$ cat src/hw/rtl/circular_queue_unit_macros.svh
// assertion macros for the circular queue unit
// used by circular_queue_unit.sv, no other dependencies
`ifndef CIRCULAR_QUEUE_UNIT_MACROS_SVH
`define CIRCULAR_QUEUE_UNIT_MACROS_SVH

// same-cycle implication, disabled while in reset
`define CQU_ASSERT_NOW(label, clk, rst_n, ante, cons) \
    label: assert property (@(posedge clk) disable iff (!rst_n) (ante) |-> (cons)) \
        else $error("circular queue assertion failed");

// next-cycle implication, disabled while in reset
`define CQU_ASSERT_NEXT(label, clk, rst_n, ante, cons) \
    label: assert property (@(posedge clk) disable iff (!rst_n) (ante) |=> (cons)) \
        else $error("circular queue assertion failed");

`endif

$ cat src/hw/rtl/cqu_pkg.sv
// shared types, constants and helpers for the circular queue unit
// no dependencies
package cqu_pkg;

    // ring capacity and derived widths
    localparam int DEPTH = 8;
    localparam int IDX_W = (DEPTH > 1) ? $clog2(DEPTH) : 1;
    localparam int CNT_W = $clog2(DEPTH + 1);

    // request kinds
    localparam logic [1:0] KIND_PUSH = 2'd0;
    localparam logic [1:0] KIND_POP  = 2'd1;
    localparam logic [1:0] KIND_PEEK = 2'd2;
    localparam logic [1:0] KIND_DUMP = 2'd3;

    // result status codes
    localparam logic [1:0] ST_OK    = 2'd0;
    localparam logic [1:0] ST_FULL  = 2'd1;
    localparam logic [1:0] ST_EMPTY = 2'd2;

    // command queue between front and back
    localparam int CQ_SLOTS = 2;
    localparam int CQ_PTR_W = $clog2(CQ_SLOTS);
    localparam int CQ_CNT_W = $clog2(CQ_SLOTS + 1);

    // classified request
    typedef struct packed {
        logic [1:0]         op;
        logic               needs_read;
        logic signed [31:0] value;
    } t_cmd;

    // ring index advance with wrap at any depth
    function automatic logic [IDX_W-1:0] next_idx(input logic [IDX_W-1:0] i);
        if (i == IDX_W'(DEPTH - 1)) begin
            return '0;
        end
        return i + 1'b1;
    endfunction

endpackage

$ cat src/hw/rtl/cqu_front.sv
// front end: takes requests, classifies them and holds them in a small queue
// depends on cqu_pkg
module cqu_front (
    input  logic               i_clk,
    input  logic               i_rst_n,
    input  logic               i_in_valid,
    output logic               o_in_stall,
    input  logic [1:0]         i_kind,
    input  logic signed [31:0] i_value,
    output logic               o_cmd_valid,
    output cqu_pkg::t_cmd      o_cmd,
    input  logic               i_cmd_take
);

    cqu_pkg::t_cmd                r_slot [cqu_pkg::CQ_SLOTS];
    logic [cqu_pkg::CQ_PTR_W-1:0] r_wr;
    logic [cqu_pkg::CQ_PTR_W-1:0] r_rd;
    logic [cqu_pkg::CQ_CNT_W-1:0] r_cnt;
    logic [cqu_pkg::CQ_CNT_W-1:0] n_cnt;
    cqu_pkg::t_cmd                cls;
    logic                         accept;

    // queue full stalls the input side
    assign o_in_stall  = (r_cnt == cqu_pkg::CQ_CNT_W'(cqu_pkg::CQ_SLOTS));
    assign accept      = i_in_valid && !o_in_stall;
    assign o_cmd_valid = (r_cnt != '0);
    assign o_cmd       = r_slot[r_rd];

    // classify: every kind but push needs a storage read
    always_comb begin
        cls.op         = i_kind;
        cls.needs_read = (i_kind != cqu_pkg::KIND_PUSH);
        cls.value      = i_value;
    end

    // occupancy of the command queue
    always_comb begin
        n_cnt = r_cnt;
        if (accept && !i_cmd_take) begin
            n_cnt = r_cnt + 1'b1;
        end else if (!accept && i_cmd_take) begin
            n_cnt = r_cnt - 1'b1;
        end
    end

    // pointers and count
    always_ff @(posedge i_clk) begin
        if (!i_rst_n) begin
            r_wr  <= '0;
            r_rd  <= '0;
            r_cnt <= '0;
        end else begin
            r_cnt <= n_cnt;
            if (accept) begin
                r_wr <= r_wr + 1'b1;
            end
            if (i_cmd_take) begin
                r_rd <= r_rd + 1'b1;
            end
        end
    end

    // slot payload
    always_ff @(posedge i_clk) begin
        if (accept) begin
            r_slot[r_wr] <= cls;
        end
    end

endmodule

$ cat src/hw/rtl/cqu_back.sv
// back end: ring storage, head/tail state, execution and result register
// depends on cqu_pkg
module cqu_back (
    input  logic                        i_clk,
    input  logic                        i_rst_n,
    input  logic                        i_cmd_valid,
    input  cqu_pkg::t_cmd               i_cmd,
    output logic                        o_cmd_take,
    output logic                        o_out_valid,
    input  logic                        i_out_stall,
    output logic [1:0]                  o_status,
    output logic signed [31:0]          o_data,
    output logic                        o_last,
    output logic [cqu_pkg::CNT_W-1:0]   o_occupancy
);

    localparam logic S_IDLE = 1'b0;
    localparam logic S_RD   = 1'b1;

    logic signed [31:0]        mem [cqu_pkg::DEPTH];
    logic signed [31:0]        r_rd_data;

    logic                      r_state, n_state;
    logic [cqu_pkg::IDX_W-1:0] r_head, n_head;
    logic [cqu_pkg::IDX_W-1:0] r_tail, n_tail;
    logic [cqu_pkg::CNT_W-1:0] r_occ, n_occ;
    logic [cqu_pkg::IDX_W-1:0] r_idx, n_idx;
    logic [cqu_pkg::CNT_W-1:0] r_left, n_left;
    logic [1:0]                r_op, n_op;

    logic                      r_out_valid;
    logic [1:0]                r_status;
    logic signed [31:0]        r_data;
    logic                      r_last;

    logic                      out_ok;
    logic                      emit;
    logic [1:0]                e_status;
    logic signed [31:0]        e_data;
    logic                      e_last;
    logic                      wr_en;
    logic [cqu_pkg::IDX_W-1:0] rd_addr;

    assign out_ok      = !r_out_valid || !i_out_stall;
    assign o_out_valid = r_out_valid;
    assign o_status    = r_status;
    assign o_data      = r_data;
    assign o_last      = r_last;
    assign o_occupancy = r_occ;

    // execution control
    always_comb begin
        n_state    = r_state;
        n_head     = r_head;
        n_tail     = r_tail;
        n_occ      = r_occ;
        n_idx      = r_idx;
        n_left     = r_left;
        n_op       = r_op;
        o_cmd_take = 1'b0;
        emit       = 1'b0;
        e_status   = cqu_pkg::ST_OK;
        e_data     = '0;
        e_last     = 1'b1;
        wr_en      = 1'b0;
        rd_addr    = r_head;
        unique case (r_state)
            S_IDLE: begin
                if (i_cmd_valid && out_ok) begin
                    o_cmd_take = 1'b1;
                    if (!i_cmd.needs_read) begin
                        emit = 1'b1;
                        if (r_occ == cqu_pkg::CNT_W'(cqu_pkg::DEPTH)) begin
                            e_status = cqu_pkg::ST_FULL;
                        end else begin
                            wr_en  = 1'b1;
                            n_tail = cqu_pkg::next_idx(r_tail);
                            n_occ  = r_occ + 1'b1;
                            e_data = i_cmd.value;
                        end
                    end else if (r_occ == '0) begin
                        emit     = 1'b1;
                        e_status = cqu_pkg::ST_EMPTY;
                    end else begin
                        // head word is read this cycle, ready next cycle
                        n_state = S_RD;
                        n_op    = i_cmd.op;
                        n_idx   = r_head;
                        n_left  = r_occ;
                    end
                end
            end
            S_RD: begin
                rd_addr = r_idx;
                if (out_ok) begin
                    emit   = 1'b1;
                    e_data = r_rd_data;
                    e_last = (r_op != cqu_pkg::KIND_DUMP) ||
                             (r_left == cqu_pkg::CNT_W'(1));
                    if (r_op == cqu_pkg::KIND_POP) begin
                        n_head = cqu_pkg::next_idx(r_head);
                        n_occ  = r_occ - 1'b1;
                    end
                    if (e_last) begin
                        n_state = S_IDLE;
                    end else begin
                        // dump continues with the following entry
                        n_idx   = cqu_pkg::next_idx(r_idx);
                        rd_addr = n_idx;
                        n_left  = r_left - 1'b1;
                    end
                end
            end
        endcase
    end

    // control registers
    always_ff @(posedge i_clk) begin
        if (!i_rst_n) begin
            r_state     <= S_IDLE;
            r_head      <= '0;
            r_tail      <= '0;
            r_occ       <= '0;
            r_out_valid <= 1'b0;
        end else begin
            r_state <= n_state;
            r_head  <= n_head;
            r_tail  <= n_tail;
            r_occ   <= n_occ;
            if (emit) begin
                r_out_valid <= 1'b1;
            end else if (!i_out_stall) begin
                r_out_valid <= 1'b0;
            end
        end
    end

    // working registers and result payload
    always_ff @(posedge i_clk) begin
        r_idx  <= n_idx;
        r_left <= n_left;
        r_op   <= n_op;
        if (emit) begin
            r_status <= e_status;
            r_data   <= e_data;
            r_last   <= e_last;
        end
    end

    // ring storage, one write and one registered read per cycle
    always_ff @(posedge i_clk) begin
        if (wr_en) begin
            mem[r_tail] <= i_cmd.value;
        end
        r_rd_data <= mem[rd_addr];
    end

endmodule

$ cat src/hw/rtl/circular_queue_unit.sv
// circular queue unit: ring-buffer fifo of signed 32-bit words
// push results come straight from the back end's result register; pop, peek and dump results
// also pass the registered read port of the ring storage; the back end takes no new request
// while a pop, peek or dump is reading, and a dump emits its entries one after another
// reset: synchronous active low, empties queue and command queue; storage is not cleared
// depends on cqu_pkg, cqu_front, cqu_back and circular_queue_unit_macros.svh
`include "circular_queue_unit_macros.svh"

module circular_queue_unit (
    input  logic               i_clk,
    input  logic               i_rst_n,
    input  logic               i_in_valid,
    output logic               o_in_stall,
    input  logic [1:0]         i_kind,
    input  logic signed [31:0] i_value,
    output logic               o_out_valid,
    input  logic               i_out_stall,
    output logic [1:0]         o_status,
    output logic signed [31:0] o_data,
    output logic               o_last
);

    logic                        cmd_valid;
    cqu_pkg::t_cmd               cmd;
    logic                        cmd_take;
    logic [cqu_pkg::CNT_W-1:0]   occupancy;
    logic                        occ_full;
    logic                        out_err;
    logic                        push_take;

    // request intake and classification
    cqu_front u_front (
        .i_clk       (i_clk),
        .i_rst_n     (i_rst_n),
        .i_in_valid  (i_in_valid),
        .o_in_stall  (o_in_stall),
        .i_kind      (i_kind),
        .i_value     (i_value),
        .o_cmd_valid (cmd_valid),
        .o_cmd       (cmd),
        .i_cmd_take  (cmd_take)
    );

    // storage and execution
    cqu_back u_back (
        .i_clk       (i_clk),
        .i_rst_n     (i_rst_n),
        .i_cmd_valid (cmd_valid),
        .i_cmd       (cmd),
        .o_cmd_take  (cmd_take),
        .o_out_valid (o_out_valid),
        .i_out_stall (i_out_stall),
        .o_status    (o_status),
        .o_data      (o_data),
        .o_last      (o_last),
        .o_occupancy (occupancy)
    );

    // terms used by the checks below
    assign occ_full  = (occupancy == cqu_pkg::CNT_W'(cqu_pkg::DEPTH));
    assign out_err   = o_out_valid && (o_status != cqu_pkg::ST_OK);
    assign push_take = cmd_take && !cmd.needs_read;

    // occupancy never exceeds capacity
    `CQU_ASSERT_NOW(a_occ_bound, i_clk, i_rst_n, 1'b1, occupancy <= cqu_pkg::CNT_W'(cqu_pkg::DEPTH))
    // error results carry zero data and close their request
    `CQU_ASSERT_NOW(a_err_zero, i_clk, i_rst_n, out_err, (o_data == '0) && o_last)
    // a stalled intake means the back end has a request waiting
    `CQU_ASSERT_NOW(a_stall_pending, i_clk, i_rst_n, o_in_stall, cmd_valid)
    // a refused push leaves the occupancy unchanged
    `CQU_ASSERT_NEXT(a_full_hold, i_clk, i_rst_n, push_take && occ_full, occ_full)

endmodule

$ cat config.mk
export PLATFORM = sky130hd
export DESIGN_NAME = circular_queue_unit
export DESIGN_NICKNAME = d
export VERILOG_FILES = /design/src/hw/rtl/cqu_pkg.sv /design/src/hw/rtl/cqu_front.sv /design/src/hw/rtl/cqu_back.sv /design/src/hw/rtl/circular_queue_unit.sv
export VERILOG_INCLUDE_DIRS = /design/src /design/src/hw/rtl
export SDC_FILE = /design/constraint.sdc
export NUM_CORES = 1
export LEC_CHECK = 0
export ABC_AREA = 1
export BUFFER_PORTS_ARGS = -buffer_cell sky130_fd_sc_hd__buf_2
export CORE_MARGIN = 1
export CORE_UTILIZATION = 60
export CTS_CLUSTER_DIAMETER = 100
export CTS_CLUSTER_SIZE = 25
export DETAILED_ROUTE_END_ITERATION = 12
export PLACE_DENSITY = 0.9
export SLEW_MARGIN = 20
export SYNTH_ARGS = -nofsm -noshare
export SYNTH_HDL_FRONTEND = slang
export SYNTH_SLANG_ARGS = --single-unit
$ cat constraint.sdc
create_clock -name i_clk -period 13.1 [get_ports i_clk]
set_input_delay 2.62 -clock i_clk [delete_from_list [all_inputs] [get_ports i_clk]]
set_output_delay 2.62 -clock i_clk [all_outputs]
set_load 0.02 [all_outputs]
==> out/qor.csv <==
stage;metric;value;unit
layout;insertedDiodeCount;0;
critical_path;crit_top_cell;nand2_1;
drt;vias_per_cell;5.65;
sta;hold-worst-slack;530;ps
critical_path;cp.required;13530;ps
logic_synthesis;synth.area.top_cells;edfxtp_1 (64%), nand2_1 (9.1%), nand3_1 (7.6%);
drt;vias;11500;
drt;met3WireLength;3460;um
layout;layout_common_cells;nand2_1 (416), edfxtp_1 (370), inv_1 (288), nand3_1 (263), buf_2 (74);
pwr;p_per_area;208;nW/um^2
layout;drive_gt1_frac;0.0854;
pwr;seqPwrFrac;0.486;
critical_path;path_max_fanout;68;
drt;wl_met1;13300;um
logic_synthesis;yosysTopAreaCell;edfxtp_1;
floorplanning;core;28100;um^2
min_path;hold_depth;2;
clock_tree;cts_buffers;20;
logic_synthesis;yosysTopAreaCellShare;0.642;
layout;nNetsFinal;1688;
layout;instances_no_fill;2030;
clock_tree;cts_max_level;1;
critical_path;crit_path_top_delay_cell;buf_4;
global_route;first_global_vias;11300;
logic_synthesis;yosysUniqueCellTypes;25;
drt;wl;36900;um
min_path;hold_path.class;reg -> reg;
sta;fin_setup_tns;0;ps
clock_tree;clkSlewWorstSetupHoldPaths;90;ps
sta;fmax;182;MHz
pwr;p_int;0.00246;W
clock_tree;root_buffer;clkbuf_16;
critical_path;slowest_delay;710;ps
critical_path;worstPathArrival;5920;ps
logic_synthesis;ys_ff_latch;419;
critical_path;crit_chain;buf_2 > a21oi_4 > buf_4 > nand3_2 > nand2_1 > nand2_4 > nand2_4 > buf_4 > nand2_1 > nand3_1 > nand2_1 > nand2_1 > nand2_1;
critical_path;critPathKind;in -> reg;
sta;fin_crit;5490;ps
drt;wl_per_cell;18.2;um
pwr;p_leak;8.09;nW
clock_tree;cts.repair.resized;0;
critical_path;end_kind;flop;
drt;dr_wl_met2;18700;um
pwr;ir_worst_vdd;0.185;mV
pwr;swShare;0.366;
placement;hpwl;20400;um
sta;maxSlewHeadroom;0.392;
critical_path;start_kind;input port;
global_route;grt_pass1_wl;57400;um
pwr;clkPwrFrac;0.179;
drt;final_antenna_net_count;0;
layout;syn_to_final_growth;7.83;%
pwr;combPwrFrac;0.335;
floorplanning;die_x;172;um
layout;fillers;1944;
global_route;antenna_found_initial;0;
logic_synthesis;synth_cells;1598;
drt;drtIter0Drc;1321;
sta;setup_viol;0;
logic_synthesis;synth.cell_area;17300;um^2
global_route;grt_max_degree;81;
critical_path;rr_worst_depth;13;
logic_synthesis;yosys_warnings;0;
sta;final-max-slew-violation-count;0;
run;drv_cap;0;
sta;worst_pin_slew;912;ps
drt;route.detailed.drc;0;
drt;drtPass1Iterations;6;
logic_synthesis;syn_avg_cell_area;10.8;um^2
sta;finalClockSkew;17.6;ps
placement;gp_congestion;0.801;
global_route;grt_use_total;0.256;
sta;rsz0062_at_grt;no;
floorplanning;die_h;172;um
global_route;grt_overflow;0;
clock_tree;insertion_delay;530;ps
placement;io_buffers;74;
logic_synthesis;ys_seq_area_frac;0.699;
layout;layout_commonest_cell;nand2_1;
pwr;p_total;0.00389;W
clock_tree;cts_buffer_depth;3;
drt;maxUsedRoutingLayer;met4;
sta;fin_crit_sh;0.419;
floorplanning;start_util;0.616;
clock_tree;clock_sinks;419;
sta;hold_violations;0;
placement;dp_cells;1992;
clock_tree;cts_hold_buf;0;
run_status;status;finished clean;
logic_synthesis;synth_fp_nets;1648;
floorplanning;die_area;29500;um^2
pwr;p_sw;0.00142;W
clock_tree;cts_setup_buffers;0;
floorplanning;rows;61;
floorplanning;ios;75;
clock_tree;cts_tree;yes;
## cells in the mapped netlist
| cell | n |
|---|---|
| o21ai_1 | 1 |
| o21ai_0 | 22 |
| buf_2 | 20 |
| a21oi_1 | 12 |
| nor2_1 | 29 |
| inv_1 | 288 |
| nor3_1 | 6 |
| ha_1 | 11 |
| nand3_2 | 1 |
| a21oi_4 | 1 |
| dfxtp_1 | 49 |
| clkbuf_1 | 40 |
| nor2_2 | 1 |
| inv_2 | 2 |
| or2_2 | 3 |
| nand3_1 | 263 |
| a22o_1 | 32 |
| xor2_1 | 2 |
| xnor2_1 | 3 |
| edfxtp_1 | 370 |
| nand2_1 | 421 |
| fa_1 | 1 |
| nand4_1 | 4 |
| buf_1 | 6 |
| buf_4 | 10 |
## final cells by class
type / count / area [um^2] / area share
sequential: 419 / 12100 / 0.648
multi-input combinational: 813 / 3850 / 0.206
inverter: 290 / 1090 / 0.0584
clock buffer: 35 / 578 / 0.0310
timing repair buffer: 94 / 561 / 0.0301
tap: 378 / 473 / 0.0254
clock inverter: 1 / 8.76 / 0.000470
## per-stage QoR
step           area, um^2  utilization  setup WS, ps
2_1_floorplan       17300            -          6960
3_3_place_gp        18000        0.641          7260
3_5_place_dp        18000        0.641          7180
4_1_cts             18600        0.662          7730
5_1_grt             18700        0.664          7410
6_report            18700        0.664          7610
## logic make-up after synthesis
kind of cell,Yosys count,share of synthesized area
simple gates,728,0.179
flops,419,0.699
buf+inv,366,0.0830
compound gates,68,0.0273
fa+ha+maj,12,0.00911
xor+xnor,5,0.00253
## worst max-delay path: cells and delay by family
family / cells / cell delay (ps)
buf+inv: 3 / 1290
simple gates: 9 / 1800
compound gates: 1 / 130
## metal layers
metal | track usage | up-vias
li1 | - | 5306
met1 | 0.322 | 5365
met4 | 0.121 | 0
met3 | 0.0315 | 117
met5 | 0 | -
met2 | 0.441 | 684
## final timing paths
kind / slack, ps / from / to
worst max-delay path: 7610 / i_out_stall / u_back.r_rd_data[12]
worst min-delay path: 530 / u_front.r_slot[0][34] / u_back.r_op[1]
worst max register to register: 8910 / flop / u_back.mem[7][5]
worst min register to register: 530 / u_front.r_slot[0][34] / u_back.r_op[1]
## power groups by stage
stage                     logic (W)  clock network [W]  registers [W]
after CTS                   0.00128           0.000699        0.00189
after floorplan            0.000807                  0        0.00199
final                       0.00130           0.000696        0.00189
after detailed placement    0.00126                  0        0.00192
after global routing        0.00142           0.000745        0.00191
after global placement      0.00120                  0        0.00191
## flip-flops by register name (all words and copies together) (netlist names), 2 cells and up, named ones only
signal	flops
u_back.o_occupancy	4
u_back.mem	256
u_back.r_tail	3
u_back.o_status	2
u_back.r_idx	3
u_back.r_head	3
u_front.r_slot	70
u_front.r_cnt	2
u_back.r_left	4
u_back.o_data	32
u_back.r_rd_data	32
u_back.r_op	2
No activity file was read; power rests on OpenSTA's default activity.
